[config.mk]
export PLATFORM = sky130hd
export DESIGN_NAME = hdlc_bit_deframer
export DESIGN_NICKNAME = d
export VERILOG_FILES = /design/src/hdl/hdlc_df_pkg.sv /design/src/hdl/hdlc_bit_deframer.sv
export SDC_FILE = /design/constraint.sdc
export NUM_CORES = 1
export LEC_CHECK = 0
export BUFFER_PORTS_ARGS = -buffer_cell sky130_fd_sc_hd__buf_2
export CAP_MARGIN = 20
export CORE_MARGIN = 8
export CORE_UTILIZATION = 59
export DETAILED_ROUTE_END_ITERATION = 8
export GPL_TIMING_DRIVEN = 0
export PLACE_DENSITY = 0.86
export SLEW_MARGIN = 20
export SYNTH_ARGS = -nofsm -noshare
export SYNTH_HDL_FRONTEND = slang
export SYNTH_SLANG_ARGS = --single-unit
[constraint.sdc]
create_clock -name i_clk -period 3.75 [get_ports i_clk]
set_input_delay 0.1875 -clock i_clk [delete_from_list [all_inputs] [get_ports i_clk]]
set_output_delay 0.1875 -clock i_clk [all_outputs]
set_load 0.005 [all_outputs]
[src/hdl/hdlc_df_pkg.sv]
// Package for the HDLC bit deframer: result kinds and framing constants.
`default_nettype none
package hdlc_df_pkg;

    typedef enum logic [1:0] {
        KIND_DATA       = 2'd0,
        KIND_END        = 2'd1,
        KIND_MISALIGNED = 2'd2,
        KIND_OVERFLOW   = 2'd3
    } t_kind;

    localparam logic [7:0]  FLAG_PATTERN     = 8'h7e;
    localparam logic [15:0] COLLECTOR_EMPTY  = 16'hff00;
    localparam logic [15:0] BOUNDARY_PATTERN = 16'h01fc;
    localparam logic [7:0]  STUFF_MASK       = 8'hfe;
    localparam logic [7:0]  STUFF_PATTERN    = 8'h7c;
    localparam logic [11:0] MAX_BYTES_RESET  = 12'd1024;

endpackage
`default_nettype wire

[src/hdl/hdlc_bit_deframer.sv]
// HDLC bit deframer: flag hunt, zero-bit destuffing, byte assembly and frame reports.
//
//   channel   direction  handshake                  payload
//   input     in         i_in_valid / o_in_stall    i_req_type, i_data_bit
//   output    out        o_out_valid / i_out_stall  o_result_kind, o_data_byte, o_frame_length
//   config    in         i_cfg_we                   i_cfg_data (max_frame_bytes)
//
// One bit per cycle while o_in_stall is low; each item is processed in the cycle it is
// accepted and its result, if any, is in the output register on the next cycle, or in the skid
// register when the output is stalled.
// A two-entry output (result register plus skid register) keeps o_in_stall registered;
// input stalls only while both entries hold results.
// Synchronous active-low reset clears the deframer state; max_frame_bytes returns to 1024.
`default_nettype none
module hdlc_bit_deframer (
    input  wire logic        i_clk,
    input  wire logic        i_rst_n,
    input  wire logic        i_cfg_we,
    input  wire logic [11:0] i_cfg_data,
    input  wire logic        i_in_valid,
    output logic             o_in_stall,
    input  wire logic        i_req_type,
    input  wire logic        i_data_bit,
    output logic             o_out_valid,
    input  wire logic        i_out_stall,
    output logic [1:0]       o_result_kind,
    output logic [7:0]       o_data_byte,
    output logic [11:0]      o_frame_length
);

    logic [11:0] r_max;
    logic [7:0]  r_win,  n_win;
    logic [15:0] r_coll, n_coll;
    logic [11:0] r_cnt,  n_cnt;
    logic        r_in_frame, n_in_frame;

    logic                 r_out_valid;
    hdlc_df_pkg::t_kind   r_out_kind;
    logic [7:0]           r_out_byte;
    logic [11:0]          r_out_len;
    logic                 r_sk_valid;
    hdlc_df_pkg::t_kind   r_sk_kind;
    logic [7:0]           r_sk_byte;
    logic [11:0]          r_sk_len;

    logic                 in_acc;
    logic                 res_valid;
    hdlc_df_pkg::t_kind   res_kind;
    logic [7:0]           res_byte;
    logic [11:0]          res_len;
    logic [7:0]           win_sh;
    logic [15:0]          coll_sh;
    logic                 out_free;

    assign in_acc   = i_in_valid && !r_sk_valid;
    assign out_free = !r_out_valid || !i_out_stall;

    always_comb begin
        win_sh     = {i_data_bit, r_win[7:1]};
        coll_sh    = r_coll;
        n_win      = r_win;
        n_coll     = r_coll;
        n_cnt      = r_cnt;
        n_in_frame = r_in_frame;
        res_valid  = 1'b0;
        res_kind   = hdlc_df_pkg::KIND_DATA;
        res_byte   = 8'd0;
        res_len    = 12'd0;
        if (i_req_type) begin
            n_win      = 8'd0;
            n_coll     = hdlc_df_pkg::COLLECTOR_EMPTY;
            n_cnt      = 12'd0;
            n_in_frame = 1'b0;
        end else if (win_sh == hdlc_df_pkg::FLAG_PATTERN) begin
            n_win      = 8'd0;
            n_coll     = hdlc_df_pkg::COLLECTOR_EMPTY;
            n_cnt      = 12'd0;
            n_in_frame = 1'b1;
            if (r_in_frame) begin
                if (r_coll == hdlc_df_pkg::BOUNDARY_PATTERN) begin
                    if (r_cnt != 12'd0) begin
                        res_valid = 1'b1;
                        res_kind  = hdlc_df_pkg::KIND_END;
                        res_len   = r_cnt;
                    end
                end else begin
                    res_valid = 1'b1;
                    res_kind  = hdlc_df_pkg::KIND_MISALIGNED;
                end
            end
        end else begin
            n_win = win_sh;
            if (r_in_frame) begin
                if ((win_sh & hdlc_df_pkg::STUFF_MASK) != hdlc_df_pkg::STUFF_PATTERN) begin
                    coll_sh = {1'b0, r_coll[15:1]};
                    if (!i_data_bit) begin
                        coll_sh[7] = 1'b0;
                    end
                end
                n_coll = coll_sh;
                if (coll_sh[15:8] == 8'd0) begin
                    res_valid = 1'b1;
                    if (r_cnt < r_max) begin
                        res_kind = hdlc_df_pkg::KIND_DATA;
                        res_byte = coll_sh[7:0];
                        n_cnt    = r_cnt + 12'd1;
                        n_coll   = hdlc_df_pkg::COLLECTOR_EMPTY;
                    end else begin
                        res_kind   = hdlc_df_pkg::KIND_OVERFLOW;
                        n_win      = 8'd0;
                        n_coll     = hdlc_df_pkg::COLLECTOR_EMPTY;
                        n_cnt      = 12'd0;
                        n_in_frame = 1'b0;
                    end
                end
            end
        end
    end

    always_ff @(posedge i_clk) begin
        if (!i_rst_n) begin
            r_max      <= hdlc_df_pkg::MAX_BYTES_RESET;
            r_win      <= 8'd0;
            r_coll     <= hdlc_df_pkg::COLLECTOR_EMPTY;
            r_cnt      <= 12'd0;
            r_in_frame <= 1'b0;
        end else begin
            if (i_cfg_we) begin
                r_max <= i_cfg_data;
            end
            if (in_acc) begin
                r_win      <= n_win;
                r_coll     <= n_coll;
                r_cnt      <= n_cnt;
                r_in_frame <= n_in_frame;
            end
        end
    end

    // output register with skid entry
    always_ff @(posedge i_clk) begin
        if (!i_rst_n) begin
            r_out_valid <= 1'b0;
            r_sk_valid  <= 1'b0;
        end else begin
            if (out_free) begin
                if (r_sk_valid) begin
                    r_out_valid <= 1'b1;
                    r_sk_valid  <= 1'b0;
                end else begin
                    r_out_valid <= in_acc && res_valid;
                end
            end else if (in_acc && res_valid) begin
                r_sk_valid <= 1'b1;
            end
        end
    end

    always_ff @(posedge i_clk) begin
        if (out_free) begin
            if (r_sk_valid) begin
                r_out_kind <= r_sk_kind;
                r_out_byte <= r_sk_byte;
                r_out_len  <= r_sk_len;
            end else begin
                r_out_kind <= res_kind;
                r_out_byte <= res_byte;
                r_out_len  <= res_len;
            end
        end else if (in_acc && res_valid) begin
            r_sk_kind <= res_kind;
            r_sk_byte <= res_byte;
            r_sk_len  <= res_len;
        end
    end

    assign o_in_stall     = r_sk_valid;
    assign o_out_valid    = r_out_valid;
    assign o_result_kind  = r_out_kind;
    assign o_data_byte    = r_out_byte;
    assign o_frame_length = r_out_len;

    a_skid_needs_out: assert property (@(posedge i_clk) disable iff (!i_rst_n)
        r_sk_valid |-> r_out_valid)
        else $error("skid entry held while output register empty");

    a_restart_clears: assert property (@(posedge i_clk) disable iff (!i_rst_n)
        (in_acc && i_req_type) |=> (!r_in_frame && r_cnt == 12'd0 && r_win == 8'd0))
        else $error("restart did not clear deframer state");

    a_coll_marker: assert property (@(posedge i_clk) disable iff (!i_rst_n)
        $past(i_rst_n) |-> (r_coll[15:8] != 8'd0))
        else $error("completed byte left in collector");

    a_overflow_hunts: assert property (@(posedge i_clk) disable iff (!i_rst_n)
        (in_acc && res_valid && res_kind == hdlc_df_pkg::KIND_OVERFLOW) |=> !r_in_frame)
        else $error("overflow did not return to flag hunt");

endmodule
`default_nettype wire

After elaboration in Yosys (flattened, before gate mapping)
Index checks and enable logic that the tools add are counted.
{ "word_totals": {"in_bits": 19, "out_inout_bits": 24, "elab_cells": 87, "regBits": 95} }
{ "classes": {"mux": 53, "addsub": 1, "n_reduce_logical": 14, "bitwise": 2, "magnitude_cmp": 1, "n_eq_ne": 3} }
{ "ops": {"columns": ["operator", "n"], "rows": [
  ["2-to-1 mux 12 bit", 11],
  ["2-to-1 mux 16 bit", 8],
  ["2-to-1 mux 8 bit", 11],
  ["equality test 16 x 9 -> 1 bit, second input constant", 1],
  ["2-to-1 mux 2 bit", 8],
  ["2-to-1 mux 1 bit", 15],
  ["adder 12 x 1 -> 12 bit, second input constant", 1],
  ["less-than comparator 12 bit", 1],
  ["nonzero test 12 bit", 1],
  ["equality test 8 x 7 -> 1 bit, second input constant", 1],
  ["logical NOT 8 bit", 1],
  ["inequality test 7 x 6 -> 1 bit, second input constant", 1],
  ["nonzero test 3 bit", 2],
  ["AND reduction 2 bit", 2],
  ["logical NOT 1 bit", 3],
  ["AND reduction 3 bit", 1],
  ["logical AND 1 bit", 2],
  ["inverter 1 bit", 2],
  ["OR reduction 2 bit", 1],
  ["logical OR 1 bit", 1]
]} }

Depth between registers and ports, before layout
Gate-level depths: netlist (run 1).
{ "logic_depth": {"depth_word": 12, "mapped_depth": 10, "ltp_nobuf": 8} }

Worst setup path after synthesis (run 1)
No wires, ideal clock.
{ "synth_path": {"kind": "reg2reg", "start": "reg r_coll[12]", "end": "reg r_sk_byte[0], enable pin", "t_required_ps": 3347, "period_less_slack_ps": 3008, "path_stages_with_launch": 6, "setup_ps": 403, "setup_slack_ps": 742, "path_buffers": 0, "arrival_time_ps": 2605, "path_cell_list": "dfxtp_1 or4_4 nor4_4 o211ai_1 a211oi_1 nor2b_1"} }
{ "synth_between": {"elab_chain_cells": 11, "elab_cells_between_ends": 14, "classes_between": "eq/ne: 1; mux: 10; reduce/logical: 3"} }
{ "synth_lines": {"columns": ["element", "line_no", "text"], "rows": [
  ["from (decl)", "hdlc_bit_deframer.sv:33", "logic [15:0] r_coll, n_coll;"],
  ["from (signal assigned)", "hdlc_bit_deframer.sv:124", "r_coll <= hdlc_df_pkg::COLLECTOR_EMPTY;"],
  ["from (signal assigned)", "hdlc_bit_deframer.sv:133", "r_coll <= n_coll;"],
  ["2-to-1 mux 16 bit", "hdlc_bit_deframer.sv:94", "if ((win_sh & hdlc_df_pkg::STUFF_MASK) != hdlc_df_pkg::STUFF_PATTERN) begin"],
  ["2-to-1 mux 16 bit", "hdlc_bit_deframer.sv:93", "if (r_in_frame) begin"],
  ["2-to-1 mux 16 bit", "hdlc_bit_deframer.sv:74", "end else if (win_sh == hdlc_df_pkg::FLAG_PATTERN) begin"],
  ["2-to-1 mux 16 bit", "hdlc_bit_deframer.sv:69", "if (i_req_type) begin"],
  ["logical NOT 8 bit", "hdlc_bit_deframer.sv:101", "if (coll_sh[15:8] == 8'd0) begin"],
  ["2-to-1 mux 1 bit", "hdlc_bit_deframer.sv:101", null],
  ["2-to-1 mux 1 bit", "hdlc_bit_deframer.sv:93", null],
  ["2-to-1 mux 1 bit *", "hdlc_bit_deframer.sv:74", null],
  ["2-to-1 mux 1 bit *", "hdlc_bit_deframer.sv:69", null],
  ["logical AND 1 bit *", "hdlc_bit_deframer.sv:170", "end else if (in_acc && res_valid) begin"],
  ["AND reduction 2 bit (no line) *", null, null],
  ["to (signal assigned)", "hdlc_bit_deframer.sv:172", "r_sk_byte <= res_byte;"],
  ["to (decl)", "hdlc_bit_deframer.sv:43", "logic [7:0] r_sk_byte;"]
]} }
Mark *: on every way between the ends. The rest lies on a longest branch, timed or not. The select of a mux whose other input is x is not followed.
A chain may end at the register's enable or synchronous reset.

Final worst setup path (run 1)
{ "layout_path": {"start": "reg r_cnt[9]", "end": "reg r_out_byte[6] (netlist: o_data_byte[6]) (data pin)"} }
{ "layout_between": {"elab_chain_cells": 7} }
{ "layout_lines": {"columns": ["element", "line_no", "text"], "rows": [
  ["from (decl)", "hdlc_bit_deframer.sv:34", "logic [11:0] r_cnt, n_cnt;"],
  ["from (signal assigned)", "hdlc_bit_deframer.sv:134", "r_cnt <= n_cnt;"],
  ["less-than comparator 12 bit", "hdlc_bit_deframer.sv:103", "if (r_cnt < r_max) begin"],
  ["2-to-1 mux 8 bit", "hdlc_bit_deframer.sv:103", null],
  ["2-to-1 mux 8 bit", "hdlc_bit_deframer.sv:101", null],
  ["2-to-1 mux 8 bit", "hdlc_bit_deframer.sv:93", null],
  ["2-to-1 mux 8 bit", "hdlc_bit_deframer.sv:74", null],
  ["2-to-1 mux 8 bit", "hdlc_bit_deframer.sv:69", null],
  ["2-to-1 mux 8 bit", "hdlc_bit_deframer.sv:161", "if (r_sk_valid) begin"],
  ["to (signal assigned)", "hdlc_bit_deframer.sv:163", "r_out_byte <= r_sk_byte;"],
  ["to (signal assigned)", "hdlc_bit_deframer.sv:167", "r_out_byte <= res_byte;"],
  ["to (decl)", "hdlc_bit_deframer.sv:39", "logic [7:0] r_out_byte;"]
]} }
Every way passes these cells.

==> summary.txt, run 1 <==
Synthesis
  • Netlist cell types: 50
  • Ys async rst share: 0
  • Synthesis warning total: 0
  • Yosys reg bits: 94
  • Predominant post-synthesis flop cell: dfxtp_1
  • Sequential share of the synthesized area: 0.543
  • Mapped Area: 4280 sq um
  • Post-synth EDFFs: 44
  • Syn Nets: 440
  • Cells after synthesis: 408
  • Synth Area per Inst: 10.5 sq um

Pwr
  • Total Power: 1.86 mW
  • Peak VDD IR: 0.190 mV
  • Leak Pwr: 1.93 nW
  • P per Cell Area: 386 nW/um^2

Drt
  • WL met3: 541 um
  • Post-detailed-routing wire length: 8550 um
  • Max layer used: met4
  • Vias per cell: 5.74
  • DR pass1 iterations: 5
  • Iter 0 DRT Violations: 418
  • DR WL met2: 3940 um
  • Routed Antenna Nets: 0
  • Met1 WL: 3890 um
  • Vias: 3238
  • Residual DRC: 0
  • Drt wl/cell: 15.2 um

Placed design
  • DP HPWL: 6150 um
  • Post-Place Worst Slack: 0.995 ns
  • Routability cong.: 0.870
  • Buffers on Ports: 40

Floorplanning
  • # rows: 31
  • I/O Pins: 43
  • Die area: 10200 sq um
  • Die width: 101 um
  • Die height: 101 um
  • CORE AREA: 7140 sq um
  • Initial core utilization: 0.600

Critical path
  • Critical path peak fanout: 10
  • WP data arrival: 3.06 ns
  • Critical path endpoint category: flip-flop
  • Setup CP Type: flip-flop to flip-flop
  • Crit start category: flip-flop
  • Critical Path RT: 3.95 ns

Cells and area
  • Layout net count: 492
  • Antenna cells: 0
  • Share of post-route cells with drive strength above 1: 0.176
  • Fin util: 0.675
  • FILL cells: 580
  • Synthesis-to-finish area growth: 12.6%
  • Most common cell after layout, fill and taps aside: nand2_1
  • Commonest non-fill, non-tap cells in the layout: nand2_1, dfxtp_1, edfxtp_1, buf_2, nor2_1

Clock tree
  • H-Tree Depth: 3
  • Clock Tree Root: clkbuf_8
  • TritonCTS clock tree: done
  • Clk_lat worst skew: 0.37 ns
  • Number of CTS-inserted buffers: 9
  • CTS Sinks: 94
  • Cts hold-fix bufs: 0
  • Resize count post-CTS: 0
  • Clock edge transition at the registers on the reported setup and hold paths: 0.09 ns
  • Clock Path Buffers: 2
  • Postcts setup bufs: 0

GRT
  • GRT overflow: 0
  • Pin count of the biggest net entering global routing: 26
  • First-pass GRT wire length: 14000 um
  • Vias in the first global route: 3061
  • Global-route usage over all layers: 0.172
  • Initial antenna violation count: 0

Hold path
  • Hold Crit Class: input port to flip-flop

STA
  • Crit path time final: 2.86 ns
  • Fmax: 350 MHz
  • Max-slew violation count: 0
  • Post-route clock period utilization: 0.763
  • Final WS setup: 0.890 ns
  • Setup TNS: 0 ns
  • Endpoints failing setup: 0
  • Measured slew at the worst slew-check pin: 0.953 ns
  • Slew HR: 0.363
  • RSZ-0062 raised after global routing: false
  • Fin. Hold Viols: 0
  • Worst hold margin: 0.0466 ns
  • Layout Skew: 0.0111 ns

Run status
  • Status: finished clean

Run
  • Max Cap Viol: 0
## final cells by class
class,count,area [sq um],share of cell area
sequential,94,2320,0.482
multi-input combinational,282,1820,0.378
timing repair buffer,41,215,0.0447
clock buffer,11,141,0.0293
tap,99,124,0.0257
buffer,16,78.8,0.0164
inverter,16,60.1,0.0125
clock inverter,5,57.6,0.0119
## routing by layer
layer  global-route usage  vias to the layer above
met5                    0                        -
met4               0.0871                        0
li1                     -                     1582
met3               0.0371                       15
met1                0.209                     1518
met2                0.280                      123
## flip-flops by register name, indices dropped and copies added, names as in the netlist
register        cells
r_cnt              12
r_win               7
o_frame_length     12
o_out_valid         1
o_in_stall          1
o_data_byte         8
r_sk_len           12
r_sk_kind           2
o_result_kind       2
r_max              12
r_in_frame          1
r_sk_byte           8
r_coll             16
## worst max-delay path, cell delays in order, from the launching register on
cell	delay (ns)
dfxtp_1	0.48
ha_1	0.30
a21oi_1	0.14
o21ai_0	0.11
a31oi_1	0.48
nand2_1	0.21
or4_4	0.46
buf_6	0.15
buf_8	0.14
o31ai_2	0.21
## per-stage QoR
step	cell area (sq um)	cells
4_1_cts	4820	564
6_report	4820	564
3_5_place_dp	4620	548
5_1_grt	4820	564
2_1_floorplan	4280	408
3_3_place_gp	4600	547
## synth_stat cells (2+ instances only)
master,n,share of area
edfxtp_1,44,0.31
and4_1,3,0.0061
a211oi_1,2,0.0035
a22o_1,8,0.016
or4_4,2,0.0053
a211o_1,3,0.0061
a21oi_1,20,0.023
a21o_1,4,0.0070
nor3b_1,2,0.0035
nor3_1,6,0.0070
nand3_1,18,0.021
o31ai_1,8,0.014
o21a_1,3,0.0053
nor2_1,37,0.032
nand2b_1,2,0.0029
nand2_1,58,0.051
ha_1,13,0.038
o211ai_1,2,0.0035
nor2b_1,6,0.0088
nor4_1,6,0.0088
mux2i_1,18,0.042
inv_1,15,0.013
mux2_2,14,0.037
clkbuf_1,13,0.011
o21ai_0,10,0.012
and3_1,5,0.0073
nand4_1,3,0.0044
dfxtp_1,50,0.23
and2_1,12,0.018
## where the power goes
| part | internal (mW) | switching, mW | total (mW) |
|---|---|---|---|
| clock network | 0.329 | 0.350 | 0.679 |
| logic | 0.0354 | 0.0571 | 0.0925 |
| registers | 1.08 | 0.0127 | 1.09 |
| total | 1.44 | 0.419 | 1.86 |
## path summary, 6_finish.rpt
path | startpoint | endpoint | slack, ns | cells past startpoint
setup reg to reg | r_cnt[9] | o_data_byte[6] | 0.89 | 9
hold / removal | i_cfg_data[10] | r_max[10] | 0.05 | 3
hold reg to reg | r_coll[15] | r_coll[15] | 0.47 | 2
setup / recovery | r_cnt[9] | o_data_byte[6] | 0.89 | 9
## cell families (layout without fill, tap and decap cells)
kind of cell | count (synthesis) | in the layout | share of synthesized area
buffers and inverters | 32 | 89 | 0.0325
AO/OA/AOI/OAI | 74 | 74 | 0.123
AND/OR/NAND/NOR | 163 | 163 | 0.185
adder cells (fa/ha/maj) | 13 | 13 | 0.0380
multiplexers | 32 | 32 | 0.0789
flip-flops | 94 | 94 | 0.543
(Power assumes the default switching activity.)
==> inputs of run 2 (changes only) <==
--- a/config.mk
+++ b/config.mk
@@ -8,10 +8,10 @@
 export BUFFER_PORTS_ARGS = -buffer_cell sky130_fd_sc_hd__buf_2
 export CAP_MARGIN = 20
 export CORE_MARGIN = 8
-export CORE_UTILIZATION = 59
+export CORE_UTILIZATION = 53
 export DETAILED_ROUTE_END_ITERATION = 8
 export GPL_TIMING_DRIVEN = 0
-export PLACE_DENSITY = 0.86
+export PLACE_DENSITY = 0.82
 export SLEW_MARGIN = 20
 export SYNTH_ARGS = -nofsm -noshare
 export SYNTH_HDL_FRONTEND = slang
==> constraint.sdc (replaced) <==
create_clock -name i_clk -period 2.6 [get_ports i_clk]
set_input_delay 0.13 -clock i_clk [delete_from_list [all_inputs] [get_ports i_clk]]
set_output_delay 0.13 -clock i_clk [all_outputs]
set_load 0.005 [all_outputs]
==> summary.txt, run 2 (synthesized netlist as in run 1, its figures left out) <==
Critical path
  • Worst Setup SP: r_coll[12]
  • Worst setup endpoint: o_data_byte[6]
  • R2r startpoint: r_coll[12]
  • FF-to-FF path depth: 8 (-1)
  • Crit start category: flip-flop
  • Critical path peak fanout: 10 (unchanged)
  • Critical path endpoint category: flip-flop
  • WP data arrival: 2.71 ns (-0.35 ns)
  • Critical Path RT: 2.79 ns (-1.16 ns)
  • Setup CP Type: flip-flop to flip-flop
  • Reg2reg end: o_data_byte[6]
  • Internal reg-to-reg setup slack: 0.08 ns (-0.81 ns)

Floorplanning
  • Die area: 11200 sq um (+9.5%)
  • Initial core utilization: 0.551 (-0.0487)
  • # rows: 32 (+3.2%)
  • I/O Pins: 43 (unchanged)
  • Die width: 106 um (+4.6%)
  • Die height: 106 um (+4.6%)
  • CORE AREA: 7770 sq um (+8.8%)

GRT
  • Initial antenna violation count: 0 (unchanged)
  • First-pass GRT wire length: 14700 um (+4.8%)
  • Global-route usage over all layers: 0.159 (-0.0129)
  • Vias in the first global route: 3125 (+2.1%)
  • GRT overflow: 0 (unchanged)
  • Pin count of the biggest net entering global routing: 27 (+3.8%)

STA
  • Max-slew violation count: 0 (unchanged)
  • Fin. Hold Viols: 0 (unchanged)
  • Layout Skew: 0.0113 ns (+0.000164 ns)
  • Slew HR: 0.526 (+0.163)
  • Final WS setup: 0.0823 ns (-0.808 ns)
  • Measured slew at the worst slew-check pin: 0.704 ns (-0.249 ns)
  • Setup TNS: 0 ns (unchanged)
  • Post-route clock period utilization: 0.968 (+0.206)
  • Endpoints failing setup: 0 (unchanged)
  • Fmax: 397 MHz (+14%)
  • Crit path time final: 2.52 ns (-0.342 ns)

Drt
  • Drt wl/cell: 15.3 um (+0.69%)
  • DR pass1 iterations: 5 (unchanged)
  • Vias: 3225 (-0.40%)
  • Residual DRC: 0 (unchanged)
  • Routed Antenna Nets: 0 (unchanged)
  • Post-detailed-routing wire length: 8830 um (+3.2%)
  • Iter 0 DRT Violations: 292 (-30%)
  • Vias per cell: 5.58 (-2.8%)

Cells and area
  • Multi-input gate area: 1870 sq um (+2.9%)
  • Share of post-route cells with drive strength above 1: 0.216 (+0.0400)
  • Layout net count: 504 (+2.4%)
  • Antenna cells: 0 (unchanged)
  • Commonest non-fill, non-tap cells in the layout: nand2_1, dfxtp_1, edfxtp_1, buf_2, nor2_1
  • FILL cells: 611 (+5.3%)
  • Synthesis-to-finish area growth: 16.6%
  • Max reg flops: 16 (unchanged)
  • Fin util: 0.642 (-0.0331)
  • Storage cell area: 2330 sq um (+0.27%)
  • Biggest register: r_coll
  • Most common cell after layout, fill and taps aside: nand2_1

Clock tree
  • Clock Tree Root: clkbuf_8
  • Number of CTS-inserted buffers: 9 (unchanged)
  • Clock Path Buffers: 2 (unchanged)
  • H-Tree Depth: 3 (unchanged)
  • Clock edge transition at the registers on the reported setup and hold paths: 0.09 ns (about the same)
  • TritonCTS clock tree: done
  • Clk_lat worst skew: 0.36 ns (about the same)
  • CTS Sinks: 94 (unchanged)

Placed design
  • Routability cong.: 0.902 (+3.8%)
  • Buffers on Ports: 40 (unchanged)
  • DP HPWL: 6090 um (-0.92%)
  • Post-Place Worst Slack: -0.197 ns (-1.19 ns)

Hold path
  • Hold path cells: 3 (unchanged)
  • Hold Crit Class: input port to flip-flop

Pwr
  • Peak VDD IR: 0.492 mV (+160%)
  • P per Cell Area: 535 nW/um^2 (+39%)
  • Leak Pwr: 1.98 nW (+2.7%)

Run
  • Max Cap Viol: 0 (unchanged)

Run status
  • Status: finished clean
## run 2: cell types whose count changed in the layout (fill, tap and decap cells not counted), moves of 2 or more
cell,before,now
clkbuf_1,14,11
buf_4,0,7
nor2b_4,0,2
dlygate4sd3_1,0,4
clkinvlp_4,0,3
buf_12,0,2
dfxtp_2,0,5
clkinv_2,2,0
dfxtp_1,50,45
clkbuf_2,0,2
## run 2: metrics by stage
step	instances	cell area, sq um	hold slack (ns)	total power, mW
after floorplan	408	4290	0.229	1.70
after global placement	550	4610	0.349	1.73
after detailed placement	550	4610	0.372	1.74
after CTS	579	4960	0.000000916	2.68
after global routing	578	4990	0.00211	2.78
final	578	4990	0.00364	2.67
## run 2: repair_timing
item,CTS,global route
resized for setup,2,14
endpoints found under the hold margin,4,0
pin swaps,2,1
gates cloned,1,0
endpoints found under the setup margin,41,50
hold buffers,4,0
setup buffers,9,0
## run 2: power breakdown
group	internal (mW)	switching [mW]	leakage, nW
clock network	0.443	0.510	0.0850
logic	0.0574	0.0859	1.07
registers	1.55	0.0185	0.833
total	2.05	0.615	1.98
## run 2: how the worst min path moves through the flow
stage / startpoint / endpoint / slack [ns]
floorplan: i_rst_n / r_max[10] / 0.23
global placement: i_cfg_data[10] / r_max[10] / 0.35
detailed placement: i_cfg_data[10] / r_max[10] / 0.37
CTS: i_cfg_data[10] / r_max[10] / 0.0000009
global route: i_cfg_data[10] / r_max[10] / 0.002
finish: i_cfg_data[10] / r_max[10] / 0.004
## run 2: worst max-delay path, cell delays in order, from the launching register on
cell     delay (ns)
dfxtp_1        0.33
or4_4          0.55
nor4_4         0.21
buf_4          0.19
o21ai_2        0.07
or4_4          0.48
buf_6          0.15
buf_8          0.14
o31ai_2        0.23
## run 2: cell type report
cell class,instances,share of cell area
Tap cell,102,0.0256
Timing Repair Buffer,53,0.0667
Multi-Input combinational cell,283,0.375
Buffer,15,0.0156
Clock inverter,5,0.0123
Inverter,16,0.0120
Sequential cell,94,0.467
Clock buffer,10,0.0256
## run 2: metal layers
layer | track usage | vias up | part of all wire
li1 | - | 1605 | -
met1 | 0.199 | 1506 | 0.44
met2 | 0.250 | 104 | 0.46
met3 | 0.0493 | 10 | 0.079
met4 | 0.0623 | 0 | 0.017
met5 | 0 | - | 0
==> inputs of run 3 (changes only) <==
--- a/config.mk
+++ b/config.mk
@@ -8,10 +8,10 @@
 export BUFFER_PORTS_ARGS = -buffer_cell sky130_fd_sc_hd__buf_2
 export CAP_MARGIN = 20
 export CORE_MARGIN = 8
-export CORE_UTILIZATION = 53
+export CORE_UTILIZATION = 59
 export DETAILED_ROUTE_END_ITERATION = 8
 export GPL_TIMING_DRIVEN = 0
-export PLACE_DENSITY = 0.82
+export PLACE_DENSITY = 0.86
 export SLEW_MARGIN = 20
 export SYNTH_ARGS = -nofsm -noshare
 export SYNTH_HDL_FRONTEND = slang
==> constraint.sdc (replaced) <==
create_clock -name i_clk -period 2.7 [get_ports i_clk]
set_input_delay 0.135 -clock i_clk [delete_from_list [all_inputs] [get_ports i_clk]]
set_output_delay 0.135 -clock i_clk [all_outputs]
set_load 0.005 [all_outputs]
==> summary.txt, run 3 (synthesized netlist as in run 1, its figures left out) <==
Floorplanning
  • Die area: 10200 sq um (-8.7%)
  • Initial core utilization: 0.600 (+0.0487)
  • # rows: 31 (-3.1%)
  • Die width: 101 um (-4.4%)
  • Die height: 101 um (-4.4%)
  • I/O Pins: 43 (unchanged)
  • CORE AREA: 7140 sq um (-8.1%)

Cells and area
  • Biggest register: r_coll
  • Synthesis-to-finish area growth: 15.2%
  • Share of post-route cells with drive strength above 1: 0.194 (-0.0228)
  • Post-route insts no fill: 569 (-1.6%)
  • Antenna cells: 0 (unchanged)
  • Commonest non-fill, non-tap cells in the layout: nand2_1, dfxtp_1, edfxtp_1, buf_2, nor2_1
  • Most common cell after layout, fill and taps aside: nand2_1
  • Layout net count: 497 (-1.4%)
  • Max reg flops: 16 (unchanged)
  • Fin util: 0.691 (+0.0485)

Critical path
  • Critical path endpoint category: flip-flop
  • Critical Path RT: 2.90 ns (+0.11 ns)
  • WP data arrival: 2.78 ns (+0.07 ns)
  • Critical path peak fanout: 10 (unchanged)
  • FF-to-FF path depth: 7 (-1)
  • Internal reg-to-reg setup slack: 0.12 ns (+0.04 ns)
  • Setup CP Type: flip-flop to flip-flop
  • Crit start category: flip-flop

Placed design
  • Routability cong.: 0.879 (-2.5%)
  • DP HPWL: 6150 um (+1.0%)
  • Buffers on Ports: 40 (unchanged)
  • Placed insts: 547 (-0.55%)

Drt
  • Vias per cell: 5.69 (+1.9%)
  • Residual DRC: 0 (unchanged)
  • Drt wl/cell: 15.1 um (-1.3%)
  • DR pass1 iterations: 5 (unchanged)
  • Vias: 3236 (+0.34%)
  • Routed Antenna Nets: 0 (unchanged)
  • Post-detailed-routing wire length: 8570 um (-2.9%)
  • Iter 0 DRT Violations: 329 (+13%)

STA
  • Post-route clock period utilization: 0.956 (-0.0122)
  • Slew HR: 0.283 (-0.244)
  • Max-slew violation count: 0 (unchanged)
  • Endpoints failing setup: 0 (unchanged)
  • Measured slew at the worst slew-check pin: 1.07 ns (+0.369 ns)
  • Layout Skew: 0.00993 ns (-0.00138 ns)
  • Fin. Hold Viols: 0 (unchanged)
  • Fmax: 387 MHz (-2.5%)
  • Crit path time final: 2.58 ns (+0.0640 ns)

Clock tree
  • TritonCTS clock tree: done
  • Clk_lat worst skew: 0.36 ns (about the same)
  • Number of CTS-inserted buffers: 9 (unchanged)
  • Clock Tree Root: clkbuf_8
  • Clock Path Buffers: 2 (unchanged)
  • H-Tree Depth: 3 (unchanged)
  • Clock edge transition at the registers on the reported setup and hold paths: 0.09 ns (about the same)
  • CTS Sinks: 94 (unchanged)

GRT
  • Global-route usage over all layers: 0.169 (+0.0105)
  • Vias in the first global route: 3077 (-1.5%)
  • GRT overflow: 0 (unchanged)
  • First-pass GRT wire length: 13800 um (-5.9%)
  • Pin count of the biggest net entering global routing: 26 (-3.7%)
  • Initial antenna violation count: 0 (unchanged)

Pwr
  • Peak VDD IR: 0.274 mV (-44%)
  • Leak Pwr: 1.96 nW (-1.2%)
  • P per Cell Area: 543 nW/um^2 (+1.4%)

Run
  • Max Cap Viol: 0 (unchanged)

Hold path
  • Hold path cells: 3 (unchanged)
  • Hold Crit Class: input port to flip-flop

Run status
  • Status: finished clean
## run 3: changes by cell type in the layout (fill, tap and decap cells not counted), moves of 2 or more
cell and delta:
dfxtp_2 -5, dlygate4sd3_1 -2, dfxtp_1 +5, buf_4 -5
## run 3: final timing paths
| path | endpoint | start |
|---|---|---|
| max | o_data_byte[6] | r_coll[12] |
| min | r_max[3] | i_cfg_data[3] |
| max reg2reg | o_data_byte[6] | r_coll[12] |
| min reg2reg | r_coll[15] | r_coll[15] |
## run 3: what timing repair did
| action | CTS | global route |
|---|---|---|
| hold buffers | 2 | 0 |
| gates resized for setup | 2 | 10 |
| gates cloned | 0 | 1 |
| pin swaps | 1 | 0 |
| endpoints found under the setup margin | 25 | 38 |
| endpoints found under the hold margin | 2 | 0 |
| buffers inserted | 1 | 2 |
## run 3: cell type report
type                            count  area (sq um)
Tap cell                           99           124
Inverter                           16          60.1
Sequential cell                    94          2320
Multi-Input combinational cell    283          1870
Fill cell                         552          2210
Buffer                             16          82.6
Clock inverter                      6          92.6
Clock buffer                       10           128
Timing Repair Buffer               45           255
## run 3: per-stage QoR
stage               hold slack, ns  TNS (ns)  cell area, sq um  power [mW]  worst slack (ns)
finish                     0.00731         0              4930        2.67             0.118
global route                0.0129  -0.00490              4930        2.76          -0.00490
CTS                        0.00129         0              4860        2.67            0.0126
detailed placement           0.360     -5.47              4610        1.68            -0.248
global placement             0.357     -5.40              4610        1.67            -0.246
floorplan                    0.234         0              4280        1.63            0.0895
## run 3: report_power, final
group          switching, mW  internal [mW]  total, mW
logic                 0.0840         0.0534      0.137
registers             0.0173           1.50       1.51
clock network          0.495          0.528       1.02
total                  0.596           2.08       2.67
## run 3: per-layer routing
| layer | track usage | up-vias | wire, um |
|---|---|---|---|
| met3 | 0.0385 | 29 | 509 |
| met1 | 0.202 | 1521 | 3820 |
| met2 | 0.276 | 94 | 3970 |
| met5 | 0 | - | 0 |
| li1 | - | 1592 | - |
| met4 | 0.0962 | 0 | 272 |
## run 3: critical path: stages (launching register included)
cell	delay [ns]
dfxtp_1	0.33
or4_4	0.55
nor4_4	0.39
o21ai_2	0.14
or4_4	0.51
buf_6	0.16
buf_8	0.14
o31ai_2	0.21
